--- config.mk ---
export PLATFORM = sky130hd
export DESIGN_NAME = clipped_alpha_blend_compositor_core_flat
export DESIGN_NICKNAME = d
export VERILOG_FILES = /design/src/design/cabc_pkg.sv /design/src/design/cabc_if.sv /design/src/design/cabc_front.sv /design/src/design/cabc_fifo.sv /design/src/design/cabc_back.sv /design/src/design/clipped_alpha_blend_compositor_core.sv /design/src/flat_wrapper.sv
export SDC_FILE = /design/constraint.sdc
export NUM_CORES = 2
export LEC_CHECK = 0
export ABC_AREA = 1
export BUFFER_PORTS_ARGS = -buffer_cell sky130_fd_sc_hd__buf_2
export CAP_MARGIN = 20
export CORE_MARGIN = 2
export CORE_UTILIZATION = 60
export CTS_CLUSTER_SIZE = 24
export DETAILED_ROUTE_END_ITERATION = 16
export PLACE_DENSITY = 0.78
export SYNTH_ARGS = -nofsm -noshare
export SYNTH_HDL_FRONTEND = slang
export SYNTH_SLANG_ARGS = --single-unit
--- constraint.sdc ---
create_clock -name clk -period 6.1 [get_ports clk]
set_input_delay 0.61 -clock clk [delete_from_list [all_inputs] [get_ports clk]]
set_output_delay 0.61 -clock clk [all_outputs]
set_load 0.1 [all_outputs]
--- src/design/cabc_pkg.sv ---
// ---------------------------------------------------------------------------
// cabc_pkg
// shared types, constants and helpers of the clipped alpha blend compositor
// ---------------------------------------------------------------------------
package cabc_pkg;

  localparam int MAX_DIM_DEF    = 4096;
  localparam int FIFO_DEPTH_DEF = 2;

  localparam int COORD_W  = 12;
  localparam int OFFSET_W = 14;
  localparam int DIM_W    = 13;
  localparam int ALPHA_W  = 8;
  localparam int PIXEL_W  = 32;
  localparam int RGB_W    = 24;
  localparam int PROD_W   = 16;
  localparam int CFG_IDX_W  = 3;
  localparam int CFG_DATA_W = 14;
  localparam int LIM_W    = 16;

  localparam logic [OFFSET_W-1:0] OFFSET_RESET  = '0;
  localparam logic [DIM_W-1:0]    DIM_RESET     = 13'd4096;
  localparam logic [ALPHA_W-1:0]  OPACITY_RESET = 8'hFF;
  localparam logic [ALPHA_W-1:0]  ALPHA_FULL    = 8'hFF;

  typedef enum logic [CFG_IDX_W-1:0] {
    CFG_OFFSET_X      = 3'd0,
    CFG_OFFSET_Y      = 3'd1,
    CFG_TARGET_WIDTH  = 3'd2,
    CFG_TARGET_HEIGHT = 3'd3,
    CFG_OPACITY_LEVEL = 3'd4
  } cfg_idx_t;

  typedef struct packed {
    logic                in_range;
    logic [COORD_W-1:0]  dst_col;
    logic [COORD_W-1:0]  dst_row;
    logic [PROD_W-1:0]   alpha_prod;
    logic [RGB_W-1:0]    src_rgb;
    logic [RGB_W-1:0]    dst_rgb;
  } item_t;

  // exact floor(x / 255) for x up to 255 * 255
  function automatic logic [ALPHA_W-1:0] div255(input logic [PROD_W-1:0] x);
    logic [PROD_W-1:0] t;
    t = x + 16'd1 + {8'd0, x[15:8]};
    return t[15:8];
  endfunction

endpackage

--- src/design/cabc_if.sv ---
// ---------------------------------------------------------------------------
// cabc channel interfaces
// valid/ready channels for pixel input, blend result and register writes
// ---------------------------------------------------------------------------
interface cabc_in_if;
  logic                         valid;
  logic                         ready;
  logic [cabc_pkg::COORD_W-1:0] src_col;
  logic [cabc_pkg::COORD_W-1:0] src_row;
  logic [cabc_pkg::PIXEL_W-1:0] src_argb;
  logic [cabc_pkg::PIXEL_W-1:0] dst_pixel;
  modport source (output valid, src_col, src_row, src_argb, dst_pixel, input ready);
  modport sink   (input valid, src_col, src_row, src_argb, dst_pixel, output ready);
endinterface

interface cabc_out_if;
  logic                         valid;
  logic                         ready;
  logic                         write_enable;
  logic [cabc_pkg::COORD_W-1:0] dst_col;
  logic [cabc_pkg::COORD_W-1:0] dst_row;
  logic [cabc_pkg::PIXEL_W-1:0] out_pixel;
  modport source (output valid, write_enable, dst_col, dst_row, out_pixel, input ready);
  modport sink   (input valid, write_enable, dst_col, dst_row, out_pixel, output ready);
endinterface

interface cabc_cfg_if;
  logic                            valid;
  logic                            ready;
  logic [cabc_pkg::CFG_IDX_W-1:0]  index;
  logic [cabc_pkg::CFG_DATA_W-1:0] data;
  modport source (output valid, index, data, input ready);
  modport sink   (input valid, index, data, output ready);
endinterface

--- src/design/cabc_front.sv ---
// ---------------------------------------------------------------------------
// cabc_front
// register file, placement, clipping and opacity product of each beat
// ---------------------------------------------------------------------------
module cabc_front #(
  parameter int MAX_DIM = cabc_pkg::MAX_DIM_DEF
) (
  input  logic                clk,
  input  logic                rst_n,
  cabc_in_if.sink             in_ch,
  cabc_cfg_if.sink            cfg_ch,
  output logic                push_valid,
  input  logic                push_ready,
  output cabc_pkg::item_t     push_item
);

  logic [cabc_pkg::OFFSET_W-1:0] off_x_r, off_x_nxt;
  logic [cabc_pkg::OFFSET_W-1:0] off_y_r, off_y_nxt;
  logic [cabc_pkg::DIM_W-1:0]    tgt_w_r, tgt_w_nxt;
  logic [cabc_pkg::DIM_W-1:0]    tgt_h_r, tgt_h_nxt;
  logic [cabc_pkg::ALPHA_W-1:0]  opac_r, opac_nxt;

  logic                          vld_r, vld_nxt;
  cabc_pkg::item_t               item_r, item_nxt;

  logic [cabc_pkg::OFFSET_W:0]   dx, dy;
  logic [cabc_pkg::LIM_W-1:0]    lim_w, lim_h;
  logic                          in_acc;

  assign cfg_ch.ready = 1'b1;
  assign in_ch.ready  = !vld_r || push_ready;
  assign in_acc       = in_ch.valid && in_ch.ready;

  always_comb begin
    off_x_nxt = off_x_r;
    off_y_nxt = off_y_r;
    tgt_w_nxt = tgt_w_r;
    tgt_h_nxt = tgt_h_r;
    opac_nxt  = opac_r;
    if (cfg_ch.valid) begin
      case (cabc_pkg::cfg_idx_t'(cfg_ch.index))
        cabc_pkg::CFG_OFFSET_X:      off_x_nxt = cfg_ch.data;
        cabc_pkg::CFG_OFFSET_Y:      off_y_nxt = cfg_ch.data;
        cabc_pkg::CFG_TARGET_WIDTH:  tgt_w_nxt = cfg_ch.data[cabc_pkg::DIM_W-1:0];
        cabc_pkg::CFG_TARGET_HEIGHT: tgt_h_nxt = cfg_ch.data[cabc_pkg::DIM_W-1:0];
        cabc_pkg::CFG_OPACITY_LEVEL: opac_nxt  = cfg_ch.data[cabc_pkg::ALPHA_W-1:0];
        default: ;
      endcase
    end
  end

  // signed placement, one bit wider than the offset
  always_comb begin
    dx = {off_x_r[cabc_pkg::OFFSET_W-1], off_x_r} + {3'b000, in_ch.src_col};
    dy = {off_y_r[cabc_pkg::OFFSET_W-1], off_y_r} + {3'b000, in_ch.src_row};
    lim_w = ({3'b000, tgt_w_r} > cabc_pkg::LIM_W'(MAX_DIM)) ?
            cabc_pkg::LIM_W'(MAX_DIM) : {3'b000, tgt_w_r};
    lim_h = ({3'b000, tgt_h_r} > cabc_pkg::LIM_W'(MAX_DIM)) ?
            cabc_pkg::LIM_W'(MAX_DIM) : {3'b000, tgt_h_r};
  end

  always_comb begin
    item_nxt = item_r;
    vld_nxt  = vld_r;
    if (in_acc) begin
      vld_nxt           = 1'b1;
      item_nxt.in_range = !dx[cabc_pkg::OFFSET_W] && !dy[cabc_pkg::OFFSET_W] &&
                          ({1'b0, dx} < lim_w) && ({1'b0, dy} < lim_h);
      item_nxt.dst_col  = dx[cabc_pkg::COORD_W-1:0];
      item_nxt.dst_row  = dy[cabc_pkg::COORD_W-1:0];
      item_nxt.alpha_prod = cabc_pkg::PROD_W'(in_ch.src_argb[31:24]) *
                            cabc_pkg::PROD_W'(opac_r);
      item_nxt.src_rgb  = in_ch.src_argb[cabc_pkg::RGB_W-1:0];
      item_nxt.dst_rgb  = in_ch.dst_pixel[cabc_pkg::RGB_W-1:0];
    end else if (push_ready) begin
      vld_nxt = 1'b0;
    end
  end

  always_ff @(posedge clk) begin
    if (!rst_n) begin
      off_x_r <= cabc_pkg::OFFSET_RESET;
      off_y_r <= cabc_pkg::OFFSET_RESET;
      tgt_w_r <= cabc_pkg::DIM_RESET;
      tgt_h_r <= cabc_pkg::DIM_RESET;
      opac_r  <= cabc_pkg::OPACITY_RESET;
      vld_r   <= 1'b0;
    end else begin
      off_x_r <= off_x_nxt;
      off_y_r <= off_y_nxt;
      tgt_w_r <= tgt_w_nxt;
      tgt_h_r <= tgt_h_nxt;
      opac_r  <= opac_nxt;
      vld_r   <= vld_nxt;
    end
  end

  always_ff @(posedge clk) begin
    item_r <= item_nxt;
  end

  assign push_valid = vld_r;
  assign push_item  = item_r;

endmodule

--- src/design/cabc_fifo.sv ---
// ---------------------------------------------------------------------------
// cabc_fifo
// short queue between the classifying front and the blending back
// ---------------------------------------------------------------------------
module cabc_fifo #(
  parameter int DEPTH = cabc_pkg::FIFO_DEPTH_DEF
) (
  input  logic            clk,
  input  logic            rst_n,
  input  logic            push_valid,
  output logic            push_ready,
  input  cabc_pkg::item_t push_item,
  output logic            pop_valid,
  input  logic            pop_ready,
  output cabc_pkg::item_t pop_item
);

  localparam int PTR_W = (DEPTH > 1) ? $clog2(DEPTH) : 1;
  localparam int CNT_W = $clog2(DEPTH + 1);

  cabc_pkg::item_t    mem_r [DEPTH];
  logic [PTR_W-1:0]   wr_ptr_r, wr_ptr_nxt;
  logic [PTR_W-1:0]   rd_ptr_r, rd_ptr_nxt;
  logic [CNT_W-1:0]   cnt_r, cnt_nxt;
  logic               push, pop;

  assign push_ready = (cnt_r != CNT_W'(DEPTH));
  assign pop_valid  = (cnt_r != '0);
  assign push       = push_valid && push_ready;
  assign pop        = pop_valid && pop_ready;
  assign pop_item   = mem_r[rd_ptr_r];

  always_comb begin
    wr_ptr_nxt = wr_ptr_r;
    rd_ptr_nxt = rd_ptr_r;
    cnt_nxt    = cnt_r;
    if (push) begin
      wr_ptr_nxt = (wr_ptr_r == PTR_W'(DEPTH - 1)) ? '0 : wr_ptr_r + 1'b1;
    end
    if (pop) begin
      rd_ptr_nxt = (rd_ptr_r == PTR_W'(DEPTH - 1)) ? '0 : rd_ptr_r + 1'b1;
    end
    if (push && !pop) begin
      cnt_nxt = cnt_r + 1'b1;
    end else if (pop && !push) begin
      cnt_nxt = cnt_r - 1'b1;
    end
  end

  always_ff @(posedge clk) begin
    if (!rst_n) begin
      wr_ptr_r <= '0;
      rd_ptr_r <= '0;
      cnt_r    <= '0;
    end else begin
      wr_ptr_r <= wr_ptr_nxt;
      rd_ptr_r <= rd_ptr_nxt;
      cnt_r    <= cnt_nxt;
    end
  end

  always_ff @(posedge clk) begin
    if (push) begin
      mem_r[wr_ptr_r] <= push_item;
    end
  end

  a_cnt_bound: assert property (@(posedge clk) disable iff (!rst_n)
    cnt_r <= CNT_W'(DEPTH))
    else $error("queue fill beyond depth");

  a_cnt_inc: assert property (@(posedge clk) disable iff (!rst_n)
    push && !pop |=> cnt_r == $past(cnt_r) + 1'b1)
    else $error("queue fill not raised by lone push");

  a_cnt_dec: assert property (@(posedge clk) disable iff (!rst_n)
    pop && !push |=> cnt_r == $past(cnt_r) - 1'b1)
    else $error("queue fill not lowered by lone pop");

  a_ptr_gap: assert property (@(posedge clk) disable iff (!rst_n)
    (cnt_r == '0) |-> (wr_ptr_r == rd_ptr_r))
    else $error("empty queue with pointers apart");

endmodule

--- src/design/cabc_back.sv ---
// ---------------------------------------------------------------------------
// cabc_back
// three stage blend pipeline: effective alpha, channel mix, divide and pack
// ---------------------------------------------------------------------------
module cabc_back (
  input  logic            clk,
  input  logic            rst_n,
  input  logic            pop_valid,
  output logic            pop_ready,
  input  cabc_pkg::item_t pop_item,
  cabc_out_if.source      out_ch
);

  logic                            v1_r, v2_r, v3_r;
  logic                            adv1, adv2, adv3;

  logic                            we1_r, we2_r;
  logic [cabc_pkg::COORD_W-1:0]    col1_r, row1_r, col2_r, row2_r;
  logic [cabc_pkg::ALPHA_W-1:0]    a1_r;
  logic [cabc_pkg::RGB_W-1:0]      s1_r, d1_r;
  logic [cabc_pkg::PROD_W-1:0]     sum2_r [3];

  logic                            we3_r;
  logic [cabc_pkg::COORD_W-1:0]    col3_r, row3_r;
  logic [cabc_pkg::PIXEL_W-1:0]    pix3_r;

  logic [cabc_pkg::ALPHA_W-1:0]    a_eff;
  logic [cabc_pkg::ALPHA_W-1:0]    a_inv;
  logic [cabc_pkg::PROD_W-1:0]     sum_nxt [3];
  logic [cabc_pkg::ALPHA_W-1:0]    ch_q [3];

  assign adv3      = !v3_r || out_ch.ready;
  assign adv2      = !v2_r || adv3;
  assign adv1      = !v1_r || adv2;
  assign pop_ready = adv1;

  assign a_eff = cabc_pkg::div255(pop_item.alpha_prod);
  assign a_inv = cabc_pkg::ALPHA_FULL - a1_r;

  always_comb begin
    for (int i = 0; i < 3; i++) begin
      sum_nxt[i] = cabc_pkg::PROD_W'(s1_r[8*i +: 8]) * cabc_pkg::PROD_W'(a1_r) +
                   cabc_pkg::PROD_W'(d1_r[8*i +: 8]) * cabc_pkg::PROD_W'(a_inv);
      ch_q[i]    = cabc_pkg::div255(sum2_r[i]);
    end
  end

  always_ff @(posedge clk) begin
    if (!rst_n) begin
      v1_r <= 1'b0;
      v2_r <= 1'b0;
      v3_r <= 1'b0;
    end else begin
      if (adv1) v1_r <= pop_valid;
      if (adv2) v2_r <= v1_r;
      if (adv3) v3_r <= v2_r;
    end
  end

  always_ff @(posedge clk) begin
    if (adv1) begin
      we1_r  <= pop_item.in_range && (a_eff != '0);
      col1_r <= pop_item.dst_col;
      row1_r <= pop_item.dst_row;
      a1_r   <= a_eff;
      s1_r   <= pop_item.src_rgb;
      d1_r   <= pop_item.dst_rgb;
    end
    if (adv2) begin
      we2_r  <= we1_r;
      col2_r <= col1_r;
      row2_r <= row1_r;
      for (int i = 0; i < 3; i++) begin
        sum2_r[i] <= sum_nxt[i];
      end
    end
    if (adv3) begin
      we3_r  <= we2_r;
      col3_r <= we2_r ? col2_r : '0;
      row3_r <= we2_r ? row2_r : '0;
      pix3_r <= we2_r ? {cabc_pkg::ALPHA_FULL, ch_q[2], ch_q[1], ch_q[0]} : '0;
    end
  end

  assign out_ch.valid        = v3_r;
  assign out_ch.write_enable = we3_r;
  assign out_ch.dst_col      = col3_r;
  assign out_ch.dst_row      = row3_r;
  assign out_ch.out_pixel    = pix3_r;

  a_stall_hold: assert property (@(posedge clk) disable iff (!rst_n)
    v3_r && !out_ch.ready |=> v3_r && $stable(pix3_r) && $stable(we3_r))
    else $error("result beat changed under stall");

  a_alpha_full: assert property (@(posedge clk) disable iff (!rst_n)
    v3_r && we3_r |-> pix3_r[31:24] == cabc_pkg::ALPHA_FULL)
    else $error("written beat without opaque alpha");

  a_nowrite_zero: assert property (@(posedge clk) disable iff (!rst_n)
    v3_r && !we3_r |-> (pix3_r == '0) && (col3_r == '0) && (row3_r == '0))
    else $error("skipped beat with non-zero fields");

endmodule

--- src/design/clipped_alpha_blend_compositor_core.sv ---
// ---------------------------------------------------------------------------
// clipped_alpha_blend_compositor_core
// source-over compositor, clipping and global opacity, if unstalled one pixel a clock
// ---------------------------------------------------------------------------
// latency: front register, queue, three blend stages from input to result beat
// throughput: one pixel per clock if unstalled, set by three stage blend pipeline
// front register and a two entry queue let either side stall on its own
// register writes take effect in the next cycle, cfg_ch.ready is always high
// synchronous active-low reset: registers to defaults, pipeline and queue empty
// ---------------------------------------------------------------------------
module clipped_alpha_blend_compositor_core #(
  parameter int MAX_DIM    = cabc_pkg::MAX_DIM_DEF,
  parameter int FIFO_DEPTH = cabc_pkg::FIFO_DEPTH_DEF
) (
  input  logic        clk,
  input  logic        rst_n,
  cabc_in_if.sink     in_ch,
  cabc_out_if.source  out_ch,
  cabc_cfg_if.sink    cfg_ch
);

  logic            push_valid, push_ready;
  logic            pop_valid, pop_ready;
  cabc_pkg::item_t push_item, pop_item;

  cabc_front #(.MAX_DIM(MAX_DIM)) u_front (
    .clk        (clk),
    .rst_n      (rst_n),
    .in_ch      (in_ch),
    .cfg_ch     (cfg_ch),
    .push_valid (push_valid),
    .push_ready (push_ready),
    .push_item  (push_item)
  );

  cabc_fifo #(.DEPTH(FIFO_DEPTH)) u_fifo (
    .clk        (clk),
    .rst_n      (rst_n),
    .push_valid (push_valid),
    .push_ready (push_ready),
    .push_item  (push_item),
    .pop_valid  (pop_valid),
    .pop_ready  (pop_ready),
    .pop_item   (pop_item)
  );

  cabc_back u_back (
    .clk       (clk),
    .rst_n     (rst_n),
    .pop_valid (pop_valid),
    .pop_ready (pop_ready),
    .pop_item  (pop_item),
    .out_ch    (out_ch)
  );

endmodule

--- src/flat_wrapper.sv ---
// flat-port wrapper written by rule: the top's interface ports become plain ports
module clipped_alpha_blend_compositor_core_flat 
#(
  parameter int MAX_DIM    = cabc_pkg::MAX_DIM_DEF,
  parameter int FIFO_DEPTH = cabc_pkg::FIFO_DEPTH_DEF
)
  (clk, rst_n, in_ch_valid, in_ch_src_col, in_ch_src_row, in_ch_src_argb, in_ch_dst_pixel, in_ch_ready, out_ch_valid, out_ch_write_enable, out_ch_dst_col, out_ch_dst_row, out_ch_out_pixel, out_ch_ready, cfg_ch_valid, cfg_ch_index, cfg_ch_data, cfg_ch_ready);
  cabc_in_if in_ch_i ();
  cabc_out_if out_ch_i ();
  cabc_cfg_if cfg_ch_i ();
  input  logic clk;
  input  logic rst_n;
  input wire logic [$bits(in_ch_i.valid)-1:0] in_ch_valid;
  input wire logic [$bits(in_ch_i.src_col)-1:0] in_ch_src_col;
  input wire logic [$bits(in_ch_i.src_row)-1:0] in_ch_src_row;
  input wire logic [$bits(in_ch_i.src_argb)-1:0] in_ch_src_argb;
  input wire logic [$bits(in_ch_i.dst_pixel)-1:0] in_ch_dst_pixel;
  output wire logic [$bits(in_ch_i.ready)-1:0] in_ch_ready;
  output wire logic [$bits(out_ch_i.valid)-1:0] out_ch_valid;
  output wire logic [$bits(out_ch_i.write_enable)-1:0] out_ch_write_enable;
  output wire logic [$bits(out_ch_i.dst_col)-1:0] out_ch_dst_col;
  output wire logic [$bits(out_ch_i.dst_row)-1:0] out_ch_dst_row;
  output wire logic [$bits(out_ch_i.out_pixel)-1:0] out_ch_out_pixel;
  input wire logic [$bits(out_ch_i.ready)-1:0] out_ch_ready;
  input wire logic [$bits(cfg_ch_i.valid)-1:0] cfg_ch_valid;
  input wire logic [$bits(cfg_ch_i.index)-1:0] cfg_ch_index;
  input wire logic [$bits(cfg_ch_i.data)-1:0] cfg_ch_data;
  output wire logic [$bits(cfg_ch_i.ready)-1:0] cfg_ch_ready;
  assign in_ch_i.valid = in_ch_valid;
  assign in_ch_i.src_col = in_ch_src_col;
  assign in_ch_i.src_row = in_ch_src_row;
  assign in_ch_i.src_argb = in_ch_src_argb;
  assign in_ch_i.dst_pixel = in_ch_dst_pixel;
  assign in_ch_ready = in_ch_i.ready;
  assign out_ch_valid = out_ch_i.valid;
  assign out_ch_write_enable = out_ch_i.write_enable;
  assign out_ch_dst_col = out_ch_i.dst_col;
  assign out_ch_dst_row = out_ch_i.dst_row;
  assign out_ch_out_pixel = out_ch_i.out_pixel;
  assign out_ch_i.ready = out_ch_ready;
  assign cfg_ch_i.valid = cfg_ch_valid;
  assign cfg_ch_i.index = cfg_ch_index;
  assign cfg_ch_i.data = cfg_ch_data;
  assign cfg_ch_ready = cfg_ch_i.ready;
  clipped_alpha_blend_compositor_core #(.MAX_DIM(MAX_DIM), .FIFO_DEPTH(FIFO_DEPTH)) u_core (.clk(clk), .rst_n(rst_n), .in_ch(in_ch_i), .out_ch(out_ch_i), .cfg_ch(cfg_ch_i));
endmodule
After elaboration in Yosys (flattened, before gate mapping)
Memory sizes are Yosys's and may differ from the RTL's. A register that Yosys moved wholly into a read port is not among the register bits.
Cells that the tools add are included.

storage, ports and cells
  word-level logic and storage cells = 114
  memories kept = 2
  RAM bits = 226
  register bits after elaboration = 322

memory list
  name                  words  bits a word  read ports  clocked after Yosys merged registers in  wr ports  line             text
  u_core.u_fifo.mem_r   2      89           1           1                                        1         cabc_fifo.sv:21  cabc_pkg::item_t mem_r [DEPTH];
  u_core.u_back.sum2_r  3      16           3           0                                        3         cabc_back.sv:21  logic [cabc_pkg::PROD_W-1:0] sum2_r [3];

operators by class
  muxes and demuxes = 15
  reduce and logical (&&, ||, !) cells = 31
  order comparisons = 4
  equality and inequality tests = 5
  add/sub/neg operators = 18
  multiply operators = 7

operators with widths
  kind                   number
  $mul 8x8->16           7
  $add 16x1->16 const B  4
  $add 16x8->16          4
  $add 16x16->16         3
  $mux 32                1
  $add 14x13->15         2
  $lt 15x13->1           2
  $gt 13x13->1 const B   2
  $mux 13                2
  $mux 1                 10
  $reduce_and 2->1       5
  $logic_and 1x1->1      9
  $logic_not 1->1        8
  $reduce_bool 8->1      1
  $sub 8x8->8 const A    1
  $eq 3x2->1 const B     2
  $reduce_bool 2->1      3
  $logic_or 1x1->1       4
  $mux 2                 2
  $eq 3x1->1 const B     1
  $eq 3x3->1 const B     1
  $logic_not 3->1        1
  $add 1x1->1 const B    2
  $add 2x1->2 const B    1
  2 further kinds        2

Depth between registers and ports, before layout
  word-level depth = 8
  gate-level depth with buffers = 23
  gate-level depth less buffers = 21

Cells and area by module
Synthesis repeated with hierarchy kept, for this count alone.

unflattened totals
  cell total of the unflattened synthesis = 3,711
  area total of the unflattened synthesis = 37,335.8 um2

modules (own cells, without submodules)
  module      instances  area an instance (um2)  cells each  sequential area each (um2)
  cabc_back   1          21,618.2                2,390       6,155.9
  cabc_front  1          9,023.7                 1,007       3,933.8
  cabc_fifo   1          6,693.9                 314         5,445.2

Worst setup path after synthesis
No wires, ideal clock.

  path kind = register to register
  start = register u_core.u_back.a1_r[1] (netlist name)
  end = memory u_core.u_back.sum2_r[0][45] (netlist name) (data pin)
  data arrival time = 5.248 ns
  required time = 5.836 ns
  clock period less this slack = 5.511 ns
  cell stages (with the launch flop) = 20
  path slack = 0.589 ns
  path through = edfxtp_1 clkbuf_1 clkbuf_1 nand2_1 fa_1 fa_1 inv_1 fa_1 fa_1 fa_1 inv_1 fa_1 inv_1 ha_1 nand2_1 o21ai_0 a21oi_1 o21ai_0 a31oi_1 xor2_1

RTL lines
  what                    line             text
  start, declared         cabc_back.sv:19  logic [cabc_pkg::ALPHA_W-1:0] a1_r;
  start signal, assigned  cabc_back.sv:65  a1_r <= a_eff;
  end, declared           cabc_back.sv:21

==> flow_metrics.env <==
export IMPL_outcome="completed"
export IMPL_cp_data_arrival_time_ns=6.08
export IMPL_rsz0062_at_grt="no"
export IMPL_hold_path_class="primary input to flip-flop"
export IMPL_insertion_delay_ns=0.63
export IMPL_drc=0
export IMPL_cts_hold_buf=0
export IMPL_start_util_pct=60.62
export IMPL_drive_gt1_share_pct=8.589
export IMPL_hpwlAfterDp_mm=55.88
export IMPL_grt_pass1_wl_mm=122.9
export IMPL_syn_inst=3696
export IMPL_synth_top_cells_by_count="nand2_1 (852), inv_1 (744), edfxtp_1 (470)"
export IMPL_die_x_um=250.7
export IMPL_rrSetupSlack_ns=0.39
export IMPL_ys_seq_area_share_pct=42.54
export IMPL_setup_violations=0
export IMPL_synth_top_flop_cell="edfxtp_1"
export IMPL_grt_max_degree=83
export IMPL_vias=24510
export IMPL_drv_cap=0
export IMPL_finalCritPeriodShare_pct=93.54
export IMPL_finalNetCount=4566
export IMPL_synth_seq_cells=541
export IMPL_crit_chain="buf_4 > nor2_1 > fa_1 > fa_1 > fa_1 > fa_1 > fa_1 > inv_1 > fa_1 > inv_1 > ha_1 > nand2_1 > o21ai_0 > a21oi_1 > o21ai_0 > a31oi_1 > xor2_1"
export IMPL_crit_type="flip-flop to flip-flop"
export IMPL_hold_path_depth=1
export IMPL_area_growth_pct=9.515
export IMPL_synth_top_cell_by_area="edfxtp_1"
export IMPL_antenna_found_initial=10
export IMPL_rr_worst_depth=17
export IMPL_finalCriticalPeriod_ns=5.706
export IMPL_grt_pass1_vias=25010
export IMPL_clk_pin_slew_ns=0.06
export IMPL_crit_path_start="u_core.u_back.a1_r[4]"
export IMPL_crit_end="u_core.u_back.sum2_r[0][45]"
export IMPL_place_congestion=0.9220
export IMPL_cp_num_cells=17
export IMPL_clock_fmax_mhz=175.3
export IMPL_track_usage_pct=24.63
export IMPL_n_fill_cell=4471
export IMPL_startpoint_type="flip-flop"
export IMPL_tritoncts="built"
export IMPL_coreArea_mm2=0.06025
export IMPL_overflow=0
export IMPL_die_height_um=250.7
export IMPL_syn_avg_cell_area_um2=9.881
export IMPL_synthTopCellsByArea="edfxtp_1 (39%), fa_1 (18%), ha_1 (10%)"
export IMPL_relSlewSlack_pct=33.85
export IMPL_ys_warn_count=0
export IMPL_die_area_mm2=0.06285
export IMPL_syn_area_mm2=0.03652
export IMPL_crit_required_ns=6.48
export IMPL_row_count=90
export IMPL_worstReg2RegEnd="u_core.u_back.sum2_r[0][45]"
export IMPL_critPathSlowestCell="edfxtp_1"
export IMPL_drtPass1Iterations=5
export IMPL_hold_viol=0
export IMPL_tightest_slew_ns=0.9923
export IMPL_path_max_fanout=13
export IMPL_wl_mm=75.73
export IMPL_path_delay_family="adder cells"
export IMPL_yosysMostFrequentCell="nand2_1"
export IMPL_ant_nets=0
export IMPL_critPathMaxStageDelay_ns=0.66
export IMPL_clock_sinks=541
export IMPL_cpMostUsedCell="fa_1"
export IMPL_cts_buffers=55
export IMPL_synth_top_cell_area_share_pct=38.65
export IMPL_vias_per_cell=5.255
export IMPL_drv_slew=0
export IMPL_critPathBufInv=3
export IMPL_cts_setup_buffers=0
export IMPL_pin_count=170
export IMPL_clockBufferDepth=3
export IMPL_yosysUniqueCellTypes=51
export IMPL_finClkSkew_ns=0.02628
export IMPL_cts_resized=0
export IMPL_reg2reg_from="u_core.u_back.a1_r[4]"
export IMPL_fin_setup_tns_ns=0
export IMPL_io_buffers=160
export IMPL_synth_async_sr_flop_share_pct=0
export IMPL_h_tree_depth=2
export IMPL_wl_per_cell_um=16.24
export IMPL_cts_root_buf="clkbuf_16"
export IMPL_drt_iter0_markers=1659
export IMPL_synth_edf_count=470
export IMPL_end_kind="flip-flop"
-- logic make-up (layout without fill, tap and decap cells) --
kind of cell | after synthesis | after routing | share of synthesized area (%)
AO/OA/AOI/OAI | 244 | 244 | 3.604
XOR/XNOR | 87 | 87 | 2.087
adder cells (fa/ha/maj) | 625 | 625 | 28.12
buffers and inverters | 876 | 1055 | 9.203
flip-flops | 541 | 541 | 42.54
multiplexers | 1 | 1 | 0.02741
other | 2 | 8 | 0.02056
AND/OR/NAND/NOR | 1320 | 1320 | 14.40
-- metrics by stage --
stage | worst slack (ns) | area [um2] | std cells | hold slack, ns | utilization (%)
2_1_floorplan | 0.5889 | 36530 | 3698 | 0.4003 | -
3_3_place_gp | 0.3651 | 38120 | 4549 | 0.4009 | 63.27
3_5_place_dp | 0.3298 | 38120 | 4550 | 0.4045 | 63.28
4_1_cts | 0.3443 | 39910 | 4653 | 0.1260 | 66.24
5_1_grt | 0.09777 | 39980 | 4659 | 0.1251 | 66.37
6_report | 0.3942 | 39990 | 4663 | 0.1610 | 66.38
-- placed cells by master (no fill, tap or decap), drive strengths merged, types with 4 or more instances in the layout --
| master | instances |
|---|---|
| a211oi | 8 |
| a21o | 6 |
| a21oi | 106 |
| a31oi | 9 |
| buf | 202 |
| clkbuf | 72 |
| clkinv | 28 |
| clkinvlp | 4 |
| conb | 4 |
| dfxtp | 71 |
| diode | 4 |
| edfxtp | 470 |
| fa | 326 |
| ha | 299 |
| inv | 747 |
| nand2 | 870 |
| nand3 | 74 |
| nand4 | 8 |
| nor2 | 341 |
| nor3 | 13 |
| o21ai | 101 |
| or2 | 5 |
| xnor2 | 24 |
| xor2 | 63 |
-- flip-flops by register name, summed over array words and instances, names as in the netlist, 12 cells and up, named ones only --
register                        cells
u_core.u_fifo.mem_r               178
u_core.u_front.push_item           89
u_core.u_back.sum2_r               48
u_core.u_back.out_ch.out_pixel     25
u_core.u_back.d1_r                 24
u_core.u_back.s1_r                 24
u_core.u_front.off_x_r             14
u_core.u_front.off_y_r             14
u_core.u_front.tgt_h_r             13
u_core.u_front.tgt_w_r             13
u_core.u_back.col1_r               12
u_core.u_back.col2_r               12
u_core.u_back.out_ch.dst_col       12
u_core.u_back.out_ch.dst_row       12
u_core.u_back.row1_r               12
u_core.u_back.row2_r               12
-- worst min-delay path by stage --
stage                                         endpoint                      from
after global routing      u_core.u_front.push_item[45]        in_ch_src_argb[21]
after detailed placement      u_core.u_back.col2_r[10]  u_core.u_back.col1_r[10]
final                     u_core.u_front.push_item[40]        in_ch_src_argb[16]
after global placement         u_core.u_back.row2_r[5]   u_core.u_back.row1_r[5]
after CTS                 u_core.u_front.push_item[40]        in_ch_src_argb[16]
after floorplan                u_core.u_back.col2_r[0]   u_core.u_back.col1_r[0]
-- routing by layer --
metal | up-vias | track usage [%] | routed length, um
li1 | 11760 | - | -
met1 | 11800 | 30.61 | 30410
met2 | 732 | 42.68 | 37350
met3 | 203 | 5.030 | 5146
met4 | 18 | 9.050 | 2692
met5 | - | 0 | 127
-- cell type report --
cell class | count | area [um2] | area share (%)
multi-input cells | 2281 | 17660 | 44.15
repair buffers | 202 | 1211 | 3.028
flip-flops and latches | 541 | 15540 | 38.85
clock inverters | 31 | 280.3 | 0.7008
well taps | 782 | 978.4 | 2.446
inverters | 750 | 2818 | 7.045
clock buffers | 72 | 1501 | 3.754
diodes | 4 | 10.01 | 0.02503
Power is not shown: default switching activity piles up to over one toggle a cycle in this logic, so the estimate is an artifact.
